### config.mk
export PLATFORM = sky130hd
export DESIGN_NAME = annulus_gray_average_core_flat
export DESIGN_NICKNAME = d
export VERILOG_FILES = /design/src/hw/rtl/agc_pkg.sv /design/src/hw/rtl/agc_ifs.sv /design/src/hw/rtl/agc_ctrl.sv /design/src/hw/rtl/agc_divider.sv /design/src/hw/rtl/agc_datapath.sv /design/src/hw/rtl/annulus_gray_average_core.sv /design/src/flat_wrapper.sv
export SDC_FILE = /design/constraint.sdc
export NUM_CORES = 1
export LEC_CHECK = 0
export BUFFER_PORTS_ARGS = -buffer_cell sky130_fd_sc_hd__buf_4
export CORE_UTILIZATION = 40
export CTS_BUF_LIST = sky130_fd_sc_hd__clkbuf_8
export CTS_CLUSTER_DIAMETER = 150
export DETAILED_ROUTE_END_ITERATION = 16
export PLACE_DENSITY = 0.64
export SLEW_MARGIN = 20
export SYNTH_ARGS = -nofsm -noshare
export SYNTH_HDL_FRONTEND = slang
export SYNTH_SLANG_ARGS = --single-unit
### constraint.sdc
create_clock -name clk -period 15.1 [get_ports clk]
set_input_delay 3.02 -clock clk [delete_from_list [all_inputs] [get_ports clk]]
set_output_delay 3.02 -clock clk [all_outputs]
set_load 0.01 [all_outputs]
### src/hw/rtl/agc_pkg.sv
// ----------------------------------------------------------------------------
// agc_pkg: shared types and constants for the annulus gray average core
// Widths, register codes and controller command/status bundles.
// ----------------------------------------------------------------------------
package agc_pkg;

  localparam int COORD_BITS  = 12;
  localparam int RADIUS_BITS = 7;
  localparam int RADIUS_MAX  = 127;
  localparam int FRAC_BITS   = 8;
  localparam int GRAY_BITS   = 8;
  localparam int SUM_BITS    = 24;
  localparam int COUNT_BITS  = 16;
  localparam int MEAN_BITS   = 16;

  localparam int SQ_BITS       = 2 * COORD_BITS;
  localparam int D2_BITS       = SQ_BITS + 1;
  localparam int RSQ_BITS      = 2 * RADIUS_BITS;
  localparam int DIVIDEND_BITS = SUM_BITS + FRAC_BITS;
  localparam int STEP_BITS     = $clog2(DIVIDEND_BITS);

  localparam int CFG_IDX_BITS  = 2;
  localparam int CFG_DATA_BITS = COORD_BITS;

  typedef enum logic [CFG_IDX_BITS-1:0] {
    REG_CENTER_X = 2'd0,
    REG_CENTER_Y = 2'd1,
    REG_RADIUS_A = 2'd2,
    REG_RADIUS_B = 2'd3
  } cfg_reg_t;

  typedef enum logic [2:0] {
    S_IDLE,
    S_SQUARE,
    S_ACCUM,
    S_DIV_LAUNCH,
    S_DIVIDE,
    S_PUBLISH
  } ctrl_state_t;

  typedef struct packed {
    logic load_pixel;
    logic square;
    logic accumulate;
    logic div_start;
    logic out_load;
  } agc_cmd_t;

  typedef struct packed {
    logic last;
    logic div_done;
  } agc_sts_t;

  function automatic logic [RADIUS_BITS-1:0] clamp_radius(input logic [RADIUS_BITS-1:0] r);
    if (int'(r) > RADIUS_MAX) begin
      return RADIUS_BITS'(RADIUS_MAX);
    end
    return r;
  endfunction

endpackage

### src/hw/rtl/agc_ifs.sv
// ----------------------------------------------------------------------------
// agc_ifs: channel interfaces of the annulus gray average core
// Pixel input, result output and configuration write channels.
// ----------------------------------------------------------------------------
interface agc_pixel_if;
  import agc_pkg::*;
  logic                  valid;
  logic                  ready;
  logic [COORD_BITS-1:0] pixel_column;
  logic [COORD_BITS-1:0] pixel_row;
  logic [GRAY_BITS-1:0]  gray_level;
  logic                  frame_end;

  modport source (output valid, pixel_column, pixel_row, gray_level, frame_end,
                  input ready);
  modport sink (input valid, pixel_column, pixel_row, gray_level, frame_end,
                output ready);
endinterface

interface agc_result_if;
  import agc_pkg::*;
  logic                  valid;
  logic                  ready;
  logic [MEAN_BITS-1:0]  mean_q8;
  logic                  ring_empty;
  logic [COUNT_BITS-1:0] ring_pixels;

  modport source (output valid, mean_q8, ring_empty, ring_pixels, input ready);
  modport sink (input valid, mean_q8, ring_empty, ring_pixels, output ready);
endinterface

interface agc_cfg_if;
  import agc_pkg::*;
  logic                     valid;
  logic                     ready;
  logic [CFG_IDX_BITS-1:0]  index;
  logic [CFG_DATA_BITS-1:0] data;

  modport source (output valid, index, data, input ready);
  modport sink (input valid, index, data, output ready);
endinterface

### src/hw/rtl/agc_ctrl.sv
// ----------------------------------------------------------------------------
// agc_ctrl: sequencing state machine
// Steps each pixel through square and accumulate, runs the divide at frame
// end and owns the output valid flag.
// ----------------------------------------------------------------------------
module agc_ctrl import agc_pkg::*; (
  input  logic     clk,
  input  logic     rst_n,
  input  logic     in_valid,
  output logic     in_ready,
  output logic     out_valid,
  input  logic     out_ready,
  output agc_cmd_t cmd,
  input  agc_sts_t sts
);

  ctrl_state_t state_r, state_nxt;
  logic        out_valid_r, out_valid_nxt;
  logic        slot_free;

  assign slot_free = !out_valid_r || out_ready;

  always_comb begin
    state_nxt = state_r;
    unique case (state_r)
      S_IDLE:       if (in_valid) state_nxt = S_SQUARE;
      S_SQUARE:     state_nxt = S_ACCUM;
      S_ACCUM:      state_nxt = sts.last ? S_DIV_LAUNCH : S_IDLE;
      S_DIV_LAUNCH: state_nxt = S_DIVIDE;
      S_DIVIDE:     if (sts.div_done) state_nxt = S_PUBLISH;
      S_PUBLISH:    if (slot_free) state_nxt = S_IDLE;
      default:      state_nxt = S_IDLE;
    endcase
  end

  always_comb begin
    cmd            = '0;
    in_ready       = 1'b0;
    cmd.load_pixel = (state_r == S_IDLE) && in_valid;
    cmd.square     = (state_r == S_SQUARE);
    cmd.accumulate = (state_r == S_ACCUM);
    cmd.div_start  = (state_r == S_DIV_LAUNCH);
    cmd.out_load   = (state_r == S_PUBLISH) && slot_free;
    in_ready       = (state_r == S_IDLE);
    out_valid_nxt  = out_valid_r;
    if (cmd.out_load) begin
      out_valid_nxt = 1'b1;
    end else if (out_ready) begin
      out_valid_nxt = 1'b0;
    end
  end

  assign out_valid = out_valid_r;

  always_ff @(posedge clk) begin
    if (!rst_n) begin
      state_r     <= S_IDLE;
      out_valid_r <= 1'b0;
    end else begin
      state_r     <= state_nxt;
      out_valid_r <= out_valid_nxt;
    end
  end

  a_publish_sets_valid: assert property (@(posedge clk) disable iff (!rst_n)
    cmd.out_load |=> out_valid_r && state_r == S_IDLE)
    else $error("publish did not raise out_valid");

  a_plain_pixel_returns: assert property (@(posedge clk) disable iff (!rst_n)
    state_r == S_ACCUM && !sts.last |=> state_r == S_IDLE)
    else $error("non-final pixel did not return to idle");

  a_done_only_dividing: assert property (@(posedge clk) disable iff (!rst_n)
    sts.div_done |-> state_r == S_DIVIDE)
    else $error("divide done outside divide state");

endmodule

### src/hw/rtl/agc_divider.sv
// ----------------------------------------------------------------------------
// agc_divider: iterative restoring divider
// One quotient bit per cycle; a one-cycle done pulse comes with the last bit.
// ----------------------------------------------------------------------------
module agc_divider import agc_pkg::*; (
  input  logic                     clk,
  input  logic                     rst_n,
  input  logic                     start,
  input  logic [DIVIDEND_BITS-1:0] dividend,
  input  logic [COUNT_BITS-1:0]    divisor,
  output logic                     done,
  output logic [DIVIDEND_BITS-1:0] quotient
);

  logic                     busy_r, busy_nxt;
  logic                     done_r, done_nxt;
  logic [STEP_BITS-1:0]     step_r, step_nxt;
  logic [DIVIDEND_BITS-1:0] quo_r, quo_nxt;
  logic [COUNT_BITS-1:0]    rem_r, rem_nxt;
  logic [COUNT_BITS-1:0]    dvs_r, dvs_nxt;
  logic [COUNT_BITS:0]      rem_shift;
  logic                     fits;

  assign rem_shift = {rem_r, quo_r[DIVIDEND_BITS-1]};
  assign fits      = rem_shift >= {1'b0, dvs_r};

  always_comb begin
    busy_nxt = busy_r;
    done_nxt = 1'b0;
    step_nxt = step_r;
    quo_nxt  = quo_r;
    rem_nxt  = rem_r;
    dvs_nxt  = dvs_r;
    if (start) begin
      busy_nxt = 1'b1;
      step_nxt = '0;
      quo_nxt  = dividend;
      rem_nxt  = '0;
      dvs_nxt  = divisor;
    end else if (busy_r) begin
      quo_nxt  = {quo_r[DIVIDEND_BITS-2:0], fits};
      rem_nxt  = fits ? COUNT_BITS'(rem_shift - {1'b0, dvs_r}) : rem_shift[COUNT_BITS-1:0];
      step_nxt = step_r + STEP_BITS'(1);
      if (step_r == STEP_BITS'(DIVIDEND_BITS - 1)) begin
        busy_nxt = 1'b0;
        done_nxt = 1'b1;
      end
    end
  end

  always_ff @(posedge clk) begin
    if (!rst_n) begin
      busy_r <= 1'b0;
      done_r <= 1'b0;
      step_r <= '0;
    end else begin
      busy_r <= busy_nxt;
      done_r <= done_nxt;
      step_r <= step_nxt;
    end
  end

  always_ff @(posedge clk) begin
    quo_r <= quo_nxt;
    rem_r <= rem_nxt;
    dvs_r <= dvs_nxt;
  end

  assign done     = done_r;
  assign quotient = quo_r;

endmodule

### src/hw/rtl/agc_datapath.sv
// ----------------------------------------------------------------------------
// agc_datapath: ring test, accumulators, divide and result register
// Holds the configuration registers and the running sum and count.
// ----------------------------------------------------------------------------
module agc_datapath import agc_pkg::*; (
  input  logic                     clk,
  input  logic                     rst_n,
  input  logic                     cfg_we,
  input  logic [CFG_IDX_BITS-1:0]  cfg_index,
  input  logic [CFG_DATA_BITS-1:0] cfg_data,
  input  logic [COORD_BITS-1:0]    in_column,
  input  logic [COORD_BITS-1:0]    in_row,
  input  logic [GRAY_BITS-1:0]     in_gray,
  input  logic                     in_last,
  input  agc_cmd_t                 cmd,
  output agc_sts_t                 sts,
  output logic [MEAN_BITS-1:0]     mean_q8,
  output logic                     ring_empty,
  output logic [COUNT_BITS-1:0]    ring_pixels
);

  // configuration
  logic [COORD_BITS-1:0]  center_x_r, center_y_r;
  logic [RADIUS_BITS-1:0] radius_a_r, radius_b_r;

  // pixel capture and square stage
  logic [COORD_BITS-1:0]  col_r, row_r;
  logic [GRAY_BITS-1:0]   gray_r;
  logic                   last_r;
  logic [SQ_BITS-1:0]     dx_sq_r, dy_sq_r;
  logic [RSQ_BITS-1:0]    inner_sq_r, outer_sq_r;

  // accumulators and frame snapshot
  logic [SUM_BITS-1:0]    sum_r, sum_nxt;
  logic [COUNT_BITS-1:0]  count_r, count_nxt;
  logic [SUM_BITS-1:0]    frame_sum_r;
  logic [COUNT_BITS-1:0]  frame_count_r;

  logic [MEAN_BITS-1:0]   mean_r;
  logic                   empty_r;
  logic [COUNT_BITS-1:0]  pixels_r;

  logic [COORD_BITS-1:0]    dx, dy;
  logic [RADIUS_BITS-1:0]   ra, rb, r_in, r_out;
  logic [D2_BITS-1:0]       d2;
  logic                     hit;
  logic [SUM_BITS:0]        sum_wide;
  logic                     div_done;
  logic [DIVIDEND_BITS-1:0] quotient;
  logic [MEAN_BITS-1:0]     mean_sat;
  logic                     frame_empty;

  always_ff @(posedge clk) begin
    if (!rst_n) begin
      center_x_r <= '0;
      center_y_r <= '0;
      radius_a_r <= '0;
      radius_b_r <= '0;
    end else if (cfg_we) begin
      unique case (cfg_reg_t'(cfg_index))
        REG_CENTER_X: center_x_r <= cfg_data[COORD_BITS-1:0];
        REG_CENTER_Y: center_y_r <= cfg_data[COORD_BITS-1:0];
        REG_RADIUS_A: radius_a_r <= cfg_data[RADIUS_BITS-1:0];
        REG_RADIUS_B: radius_b_r <= cfg_data[RADIUS_BITS-1:0];
      endcase
    end
  end

  // square stage
  assign dx    = (col_r >= center_x_r) ? col_r - center_x_r : center_x_r - col_r;
  assign dy    = (row_r >= center_y_r) ? row_r - center_y_r : center_y_r - row_r;
  assign ra    = clamp_radius(radius_a_r);
  assign rb    = clamp_radius(radius_b_r);
  assign r_in  = (ra < rb) ? ra : rb;
  assign r_out = (ra < rb) ? rb : ra;

  always_ff @(posedge clk) begin
    if (cmd.load_pixel) begin
      col_r  <= in_column;
      row_r  <= in_row;
      gray_r <= in_gray;
      last_r <= in_last;
    end
    if (cmd.square) begin
      dx_sq_r    <= SQ_BITS'(dx) * SQ_BITS'(dx);
      dy_sq_r    <= SQ_BITS'(dy) * SQ_BITS'(dy);
      inner_sq_r <= RSQ_BITS'(r_in) * RSQ_BITS'(r_in);
      outer_sq_r <= RSQ_BITS'(r_out) * RSQ_BITS'(r_out);
    end
  end

  // ring test and saturating accumulate
  assign d2       = {1'b0, dx_sq_r} + {1'b0, dy_sq_r};
  assign hit      = (d2 >= D2_BITS'(inner_sq_r)) && (d2 < D2_BITS'(outer_sq_r));
  assign sum_wide = {1'b0, sum_r} + (SUM_BITS + 1)'(gray_r);

  always_comb begin
    sum_nxt   = sum_r;
    count_nxt = count_r;
    if (hit) begin
      sum_nxt   = sum_wide[SUM_BITS] ? '1 : sum_wide[SUM_BITS-1:0];
      count_nxt = (&count_r) ? count_r : count_r + COUNT_BITS'(1);
    end
  end

  always_ff @(posedge clk) begin
    if (!rst_n) begin
      sum_r   <= '0;
      count_r <= '0;
    end else if (cmd.accumulate) begin
      if (last_r) begin
        sum_r   <= '0;
        count_r <= '0;
      end else begin
        sum_r   <= sum_nxt;
        count_r <= count_nxt;
      end
    end
  end

  always_ff @(posedge clk) begin
    if (cmd.accumulate && last_r) begin
      frame_sum_r   <= sum_nxt;
      frame_count_r <= count_nxt;
    end
  end

  agc_divider u_div (
    .clk      (clk),
    .rst_n    (rst_n),
    .start    (cmd.div_start),
    .dividend (DIVIDEND_BITS'(frame_sum_r) << FRAC_BITS),
    .divisor  (frame_count_r),
    .done     (div_done),
    .quotient (quotient)
  );

  assign frame_empty = (frame_count_r == '0);
  assign mean_sat    = (|quotient[DIVIDEND_BITS-1:MEAN_BITS]) ? '1 : quotient[MEAN_BITS-1:0];

  always_ff @(posedge clk) begin
    if (cmd.out_load) begin
      mean_r   <= frame_empty ? '0 : mean_sat;
      empty_r  <= frame_empty;
      pixels_r <= frame_count_r;
    end
  end

  assign sts.last     = last_r;
  assign sts.div_done = div_done;
  assign mean_q8      = mean_r;
  assign ring_empty   = empty_r;
  assign ring_pixels  = pixels_r;

  a_clear_on_frame_end: assert property (@(posedge clk) disable iff (!rst_n)
    cmd.accumulate && last_r |=> sum_r == '0 && count_r == '0)
    else $error("accumulators not cleared after frame end");

  a_snapshot_count: assert property (@(posedge clk) disable iff (!rst_n)
    cmd.accumulate && last_r |=> frame_count_r == $past(count_nxt))
    else $error("frame count snapshot mismatch");

  a_empty_sum_zero: assert property (@(posedge clk) disable iff (!rst_n)
    count_r == '0 |-> sum_r == '0)
    else $error("sum nonzero with zero count");

endmodule

### src/hw/rtl/annulus_gray_average_core.sv
// ----------------------------------------------------------------------------
// annulus_gray_average_core: mean gray level inside a ring
// Tests each pixel against the ring between two radii around a configured
// center, accumulates gray sum and count, and at frame end emits the mean
// in 8.8 fixed point with the pixel count and an empty flag.
// ----------------------------------------------------------------------------
//
//  channel     dir  handshake          payload
//  in_chan     in   valid/ready        pixel_column, pixel_row, gray_level,
//                                      frame_end
//  out_chan    out  valid/ready        mean_q8, ring_empty, ring_pixels
//  cfg_chan    in   valid/ready (=1)   index (0..3), data
//
//  Each pixel is handled in order: capture, square (two 12x12 and two 7x7
//  multipliers), then ring compare and accumulate; the next pixel is taken
//  only once it is through. A frame_end pixel then adds launch, 32 steps of
//  the restoring divider (one quotient bit per cycle), done flag, publish.
//  Reset is synchronous: clears config, accumulators and the controller.
//  The output register holds a result while out_chan stalls; pixels of the
//  next frame are still taken, a further frame end waits in publish.
//
module annulus_gray_average_core import agc_pkg::*; (
  input  logic         clk,
  input  logic         rst_n,
  agc_pixel_if.sink    in_chan,
  agc_result_if.source out_chan,
  agc_cfg_if.sink      cfg_chan
);

  agc_cmd_t cmd;
  agc_sts_t sts;

  // config writes are always taken
  assign cfg_chan.ready = 1'b1;

  agc_ctrl u_ctrl (
    .clk       (clk),
    .rst_n     (rst_n),
    .in_valid  (in_chan.valid),
    .in_ready  (in_chan.ready),
    .out_valid (out_chan.valid),
    .out_ready (out_chan.ready),
    .cmd       (cmd),
    .sts       (sts)
  );

  agc_datapath u_dp (
    .clk         (clk),
    .rst_n       (rst_n),
    .cfg_we      (cfg_chan.valid),
    .cfg_index   (cfg_chan.index),
    .cfg_data    (cfg_chan.data),
    .in_column   (in_chan.pixel_column),
    .in_row      (in_chan.pixel_row),
    .in_gray     (in_chan.gray_level),
    .in_last     (in_chan.frame_end),
    .cmd         (cmd),
    .sts         (sts),
    .mean_q8     (out_chan.mean_q8),
    .ring_empty  (out_chan.ring_empty),
    .ring_pixels (out_chan.ring_pixels)
  );

endmodule
### src/flat_wrapper.sv
// flat-port wrapper written by rule: the top's interface ports become plain ports
module annulus_gray_average_core_flat import agc_pkg::*;
  (clk, rst_n, in_chan_valid, in_chan_pixel_column, in_chan_pixel_row, in_chan_gray_level, in_chan_frame_end, in_chan_ready, out_chan_valid, out_chan_mean_q8, out_chan_ring_empty, out_chan_ring_pixels, out_chan_ready, cfg_chan_valid, cfg_chan_index, cfg_chan_data, cfg_chan_ready);
  agc_pixel_if in_chan_i ();
  agc_result_if out_chan_i ();
  agc_cfg_if cfg_chan_i ();
  input  logic clk;
  input  logic rst_n;
  input wire logic [$bits(in_chan_i.valid)-1:0] in_chan_valid;
  input wire logic [$bits(in_chan_i.pixel_column)-1:0] in_chan_pixel_column;
  input wire logic [$bits(in_chan_i.pixel_row)-1:0] in_chan_pixel_row;
  input wire logic [$bits(in_chan_i.gray_level)-1:0] in_chan_gray_level;
  input wire logic [$bits(in_chan_i.frame_end)-1:0] in_chan_frame_end;
  output wire logic [$bits(in_chan_i.ready)-1:0] in_chan_ready;
  output wire logic [$bits(out_chan_i.valid)-1:0] out_chan_valid;
  output wire logic [$bits(out_chan_i.mean_q8)-1:0] out_chan_mean_q8;
  output wire logic [$bits(out_chan_i.ring_empty)-1:0] out_chan_ring_empty;
  output wire logic [$bits(out_chan_i.ring_pixels)-1:0] out_chan_ring_pixels;
  input wire logic [$bits(out_chan_i.ready)-1:0] out_chan_ready;
  input wire logic [$bits(cfg_chan_i.valid)-1:0] cfg_chan_valid;
  input wire logic [$bits(cfg_chan_i.index)-1:0] cfg_chan_index;
  input wire logic [$bits(cfg_chan_i.data)-1:0] cfg_chan_data;
  output wire logic [$bits(cfg_chan_i.ready)-1:0] cfg_chan_ready;
  assign in_chan_i.valid = in_chan_valid;
  assign in_chan_i.pixel_column = in_chan_pixel_column;
  assign in_chan_i.pixel_row = in_chan_pixel_row;
  assign in_chan_i.gray_level = in_chan_gray_level;
  assign in_chan_i.frame_end = in_chan_frame_end;
  assign in_chan_ready = in_chan_i.ready;
  assign out_chan_valid = out_chan_i.valid;
  assign out_chan_mean_q8 = out_chan_i.mean_q8;
  assign out_chan_ring_empty = out_chan_i.ring_empty;
  assign out_chan_ring_pixels = out_chan_i.ring_pixels;
  assign out_chan_i.ready = out_chan_ready;
  assign cfg_chan_i.valid = cfg_chan_valid;
  assign cfg_chan_i.index = cfg_chan_index;
  assign cfg_chan_i.data = cfg_chan_data;
  assign cfg_chan_ready = cfg_chan_i.ready;
  annulus_gray_average_core u_core (.clk(clk), .rst_n(rst_n), .in_chan(in_chan_i), .out_chan(out_chan_i), .cfg_chan(cfg_chan_i));
endmodule
==> results.md <==
- Worst skew pair latency: 0.66 ns
- Cts repair resizes: 0
- Worst Reg-to-Reg Cells: 32
- Die Ht: between 200 and 300 um
- Clk root buf: clkbuf_8
- Row count: 97
- Tightest Pin Transition: 1.138 ns
- Largest net degree at the start of global routing: 74
- Final wirelength: approximately 64 mm
- Most used DFF post-synth: edfxtp_1
- Drc violations: 0
- Flop2flop setup slack: 5.61 ns
- Hold WC Path Type: flip-flop to flip-flop
- Max_slew headroom: 24.09%
- R2R Path Start: u_core.u_dp.row_r[0]
- Crit path required time: 15.49 ns
- Critical Path Fanout Max: 14
- Fin crit share: a little over three fifths
- Io pins: 88
- First-pass GRT wire length: 104.9 mm
- Grt total ovfl: 0
- Placer Congestion: about 0.87
- Sink Count: 331
- Worst setup path start: u_core.u_dp.row_r[0]
- Post-DP HPWL: 48.49 mm
- Clk buf depth: 3
- Clk pin slew, worst setup/hold paths: approximately 0.070 ns
- Port Buffer Count: 86
- Core Box Area: 69910 um^2
- Syn_nets: 3530
- DIE AREA: around 72000 um^2
- Vias in the first global route: 20330
- Max-Cap Viols: 0
- Reg-to-reg critical path endpoint: u_core.u_dp.dy_sq_r[23]
- Cts bufs inserted: 54
- CP peak stage delay: a little over 0.8 ns
- Pre-Repair DR Iteration Count: 5
- Final Hold Fails: 0
- Synthesized area: 28240 um^2
- Crit path to: u_core.u_dp.dy_sq_r[23]
- Setup TNS: 0 ns
- Die width: 267.7 um
- Total Routing Usage GR: 18.17%
- Syn Area/Cell: 9.450 um^2
- RSZ-0062 raised after global routing: false
- Asr flop ratio synth: 0%
- Area Overhead vs Synth: 10.06%
- Initial antenna violation count: 4
- Share of cells above drive strength 1: 8.683%
- WL/cell: 15.75 um
- Synthesized flop and latch total: 331
- Post-DP Area: 29830 um^2
- Fillers: 6820
- DR vias: 20530
- CP arrival: 9.87 ns
- Synthesis warning total: 0
- Peak Freq: 105.4 MHz
- Setup bufs post-CTS: 0
- Clk_skew: 0.03126 ns
- Vias/cell: 5.082
- Count of final max-slew check failures: 0
- Htree depth: 2
- Sequential fraction of the synthesis area: 31.19%
- Final min period: 9.486 ns
- Final #Nets: 3594
- Post-route design area: 31080 um^2
- Routed Antenna Nets: 0
- Final setup vio count: 0
- Starting Density: 40.40%
- Iteration-0 DRC Markers: 1179
- Critical path class: flip-flop to flip-flop
- CTS tree: yes
- EDFF count, synth: 218
- Type of origin of the critical path: flip-flop
- Setup crit end kind: flip-flop
- Syn Inst Count: 2989
- CP max stage cell: nor2_1
- Hold buffers post-CTS: 0
- Synth cell types: 93
- Outcome: completed
metal layers:
layer	share of wire (%)	up-vias	global-route usage (%)
li1	-	10260	-
met4	2.8	2	5.622
met5	0.013	-	0
met3	4.6	90	2.327
met1	48	9757	25.72
met2	45	424	28.87
worst min path at each step:
stage	slack, ns	startpoint	depth (start not counted)	endpoint
after floorplan	0.45	u_core.u_dp.frame_count_r[10]	0	u_core.u_dp.ring_pixels[10]
after global placement	0.47	u_core.u_dp.u_div.rem_r[15]	2	u_core.u_dp.u_div.rem_r[15]
after detailed placement	0.47	u_core.u_dp.u_div.rem_r[15]	2	u_core.u_dp.u_div.rem_r[15]
after CTS	0.48	u_core.u_dp.u_div.rem_r[15]	2	u_core.u_dp.u_div.rem_r[15]
after global routing	0.50	u_core.u_dp.frame_count_r[10]	0	u_core.u_dp.u_div.dvs_r[10]
final	0.48	u_core.u_dp.u_div.rem_r[15]	2	u_core.u_dp.u_div.rem_r[15]
sequential cells by signal, indices dropped and copies added, names as in the netlist, 5 cells and up:
register and flops:
u_core.u_dp.dy_sq_r 23, u_core.u_dp.u_div.rem_r 16, u_core.u_dp.frame_sum_r 24, u_core.u_dp.gray_r 8, u_core.u_dp.col_r 12, u_core.u_dp.ra 7
u_core.u_dp.radius_b_r 7, u_core.u_dp.mean_q8 16, u_core.u_dp.dx_sq_r 23, u_core.u_dp.u_div.step_r 5, u_core.u_dp.u_div.quotient 32, u_core.u_dp.u_div.dvs_r 16
u_core.u_dp.row_r 12, u_core.u_dp.sum_r 24, u_core.u_dp.center_x_r 12, u_core.u_dp.center_y_r 12, u_core.u_dp.ring_pixels 16, u_core.u_dp.inner_sq_r 13
u_core.u_dp.frame_count_r 16, u_core.u_dp.count_r 16, u_core.u_dp.outer_sq_r 13
cells in the final DEF, fill, tap and decap left out, types with 31 or more instances in the layout:
cell type / n
fa_1: 200
nor2_1: 293
clkbuf_8: 58
nand2_1: 195
o21ai_0: 90
xor2_1: 31
ha_1: 289
nor3_1: 56
nand2b_1: 38
edfxtp_1: 218
mux2i_1: 73
a21o_1: 40
xnor2_1: 91
a21oi_1: 163
inv_1: 466
dfxtp_1: 112
nand3_1: 80
nor2b_1: 62
buf_4: 105
critical path, delay by kind of cell, from the launching register on:
kind / cells / cell delay, ns
and+or+nand+nor: 4 / 1.30
DFF: 1 / 0.39
adders and majority gates: 8 / 3.56
xor gates and xnor gates: 2 / 0.72
buffers and inverters: 7 / 0.64
AOI/OAI and AO/OA: 10 / 2.40
muxes: 1 / 0.23
synthesized netlist by cell type (11+ instances only):
master / n / area share [%]
buf_2: 14 / 0.25
a31oi_1: 21 / 0.47
edfxtp_1: 218 / 23
nand3_1: 80 / 1.4
nor4_1: 20 / 0.44
nand2b_1: 38 / 0.84
xor2_1: 31 / 0.96
or2_2: 24 / 0.53
fa_1: 200 / 14
and2_1: 18 / 0.40
a21o_1: 40 / 1.1
mux2_2: 17 / 0.68
o211ai_1: 17 / 0.45
ha_1: 289 / 13
o31ai_1: 11 / 0.29
o21ai_0: 90 / 1.6
nand2_1: 195 / 2.6
inv_1: 450 / 6.0
dfxtp_1: 113 / 8.0
mux2i_1: 73 / 2.6
nor3_1: 57 / 1.0
and3_1: 26 / 0.58
a211oi_1: 19 / 0.51
xnor2_1: 92 / 2.9
o21a_1: 26 / 0.69
clkbuf_1: 71 / 0.94
nand4_1: 22 / 0.49
o21bai_1: 11 / 0.29
nor2_1: 294 / 3.9
nor2b_1: 62 / 1.4
a21oi_1: 163 / 2.9
cells by family after synthesis:
family	synth area share, %
simple gates	14.78
buf+inv	7.659
compound gates	11.66
fa+ha+maj	26.98
flops	31.19
xor+xnor	4.257
mux	3.464
other cells	0.01328
layout make-up:
class                   instances  area [um^2]  area share (%)
diodes                          2        5.005         0.01610
inverters                     461         1733           5.575
repair buffers                105        788.3           2.536
well taps                     940         1176           3.784
multi-input cells            2100        17330           55.76
clock buffers                  58        798.3           2.568
clock inverters                43        441.7           1.421
flip-flops and latches        331         8810           28.34
stage by stage:
step                      util [%]  cells  setup slack, ns  hold slack (ns)
after floorplan                  -   2989            7.011           0.4454
after global placement       42.67   3937            5.831           0.4673
after detailed placement     42.67   3937            5.589           0.4734
after CTS                    44.45   4038            5.586           0.4828
after global routing         44.47   4040            4.858           0.4976
final                        44.47   4040            5.614           0.4798
Power is left out: the tool's default activity adds up to more than one toggle a clock period on the data nets, which glitch-free logic cannot reach.
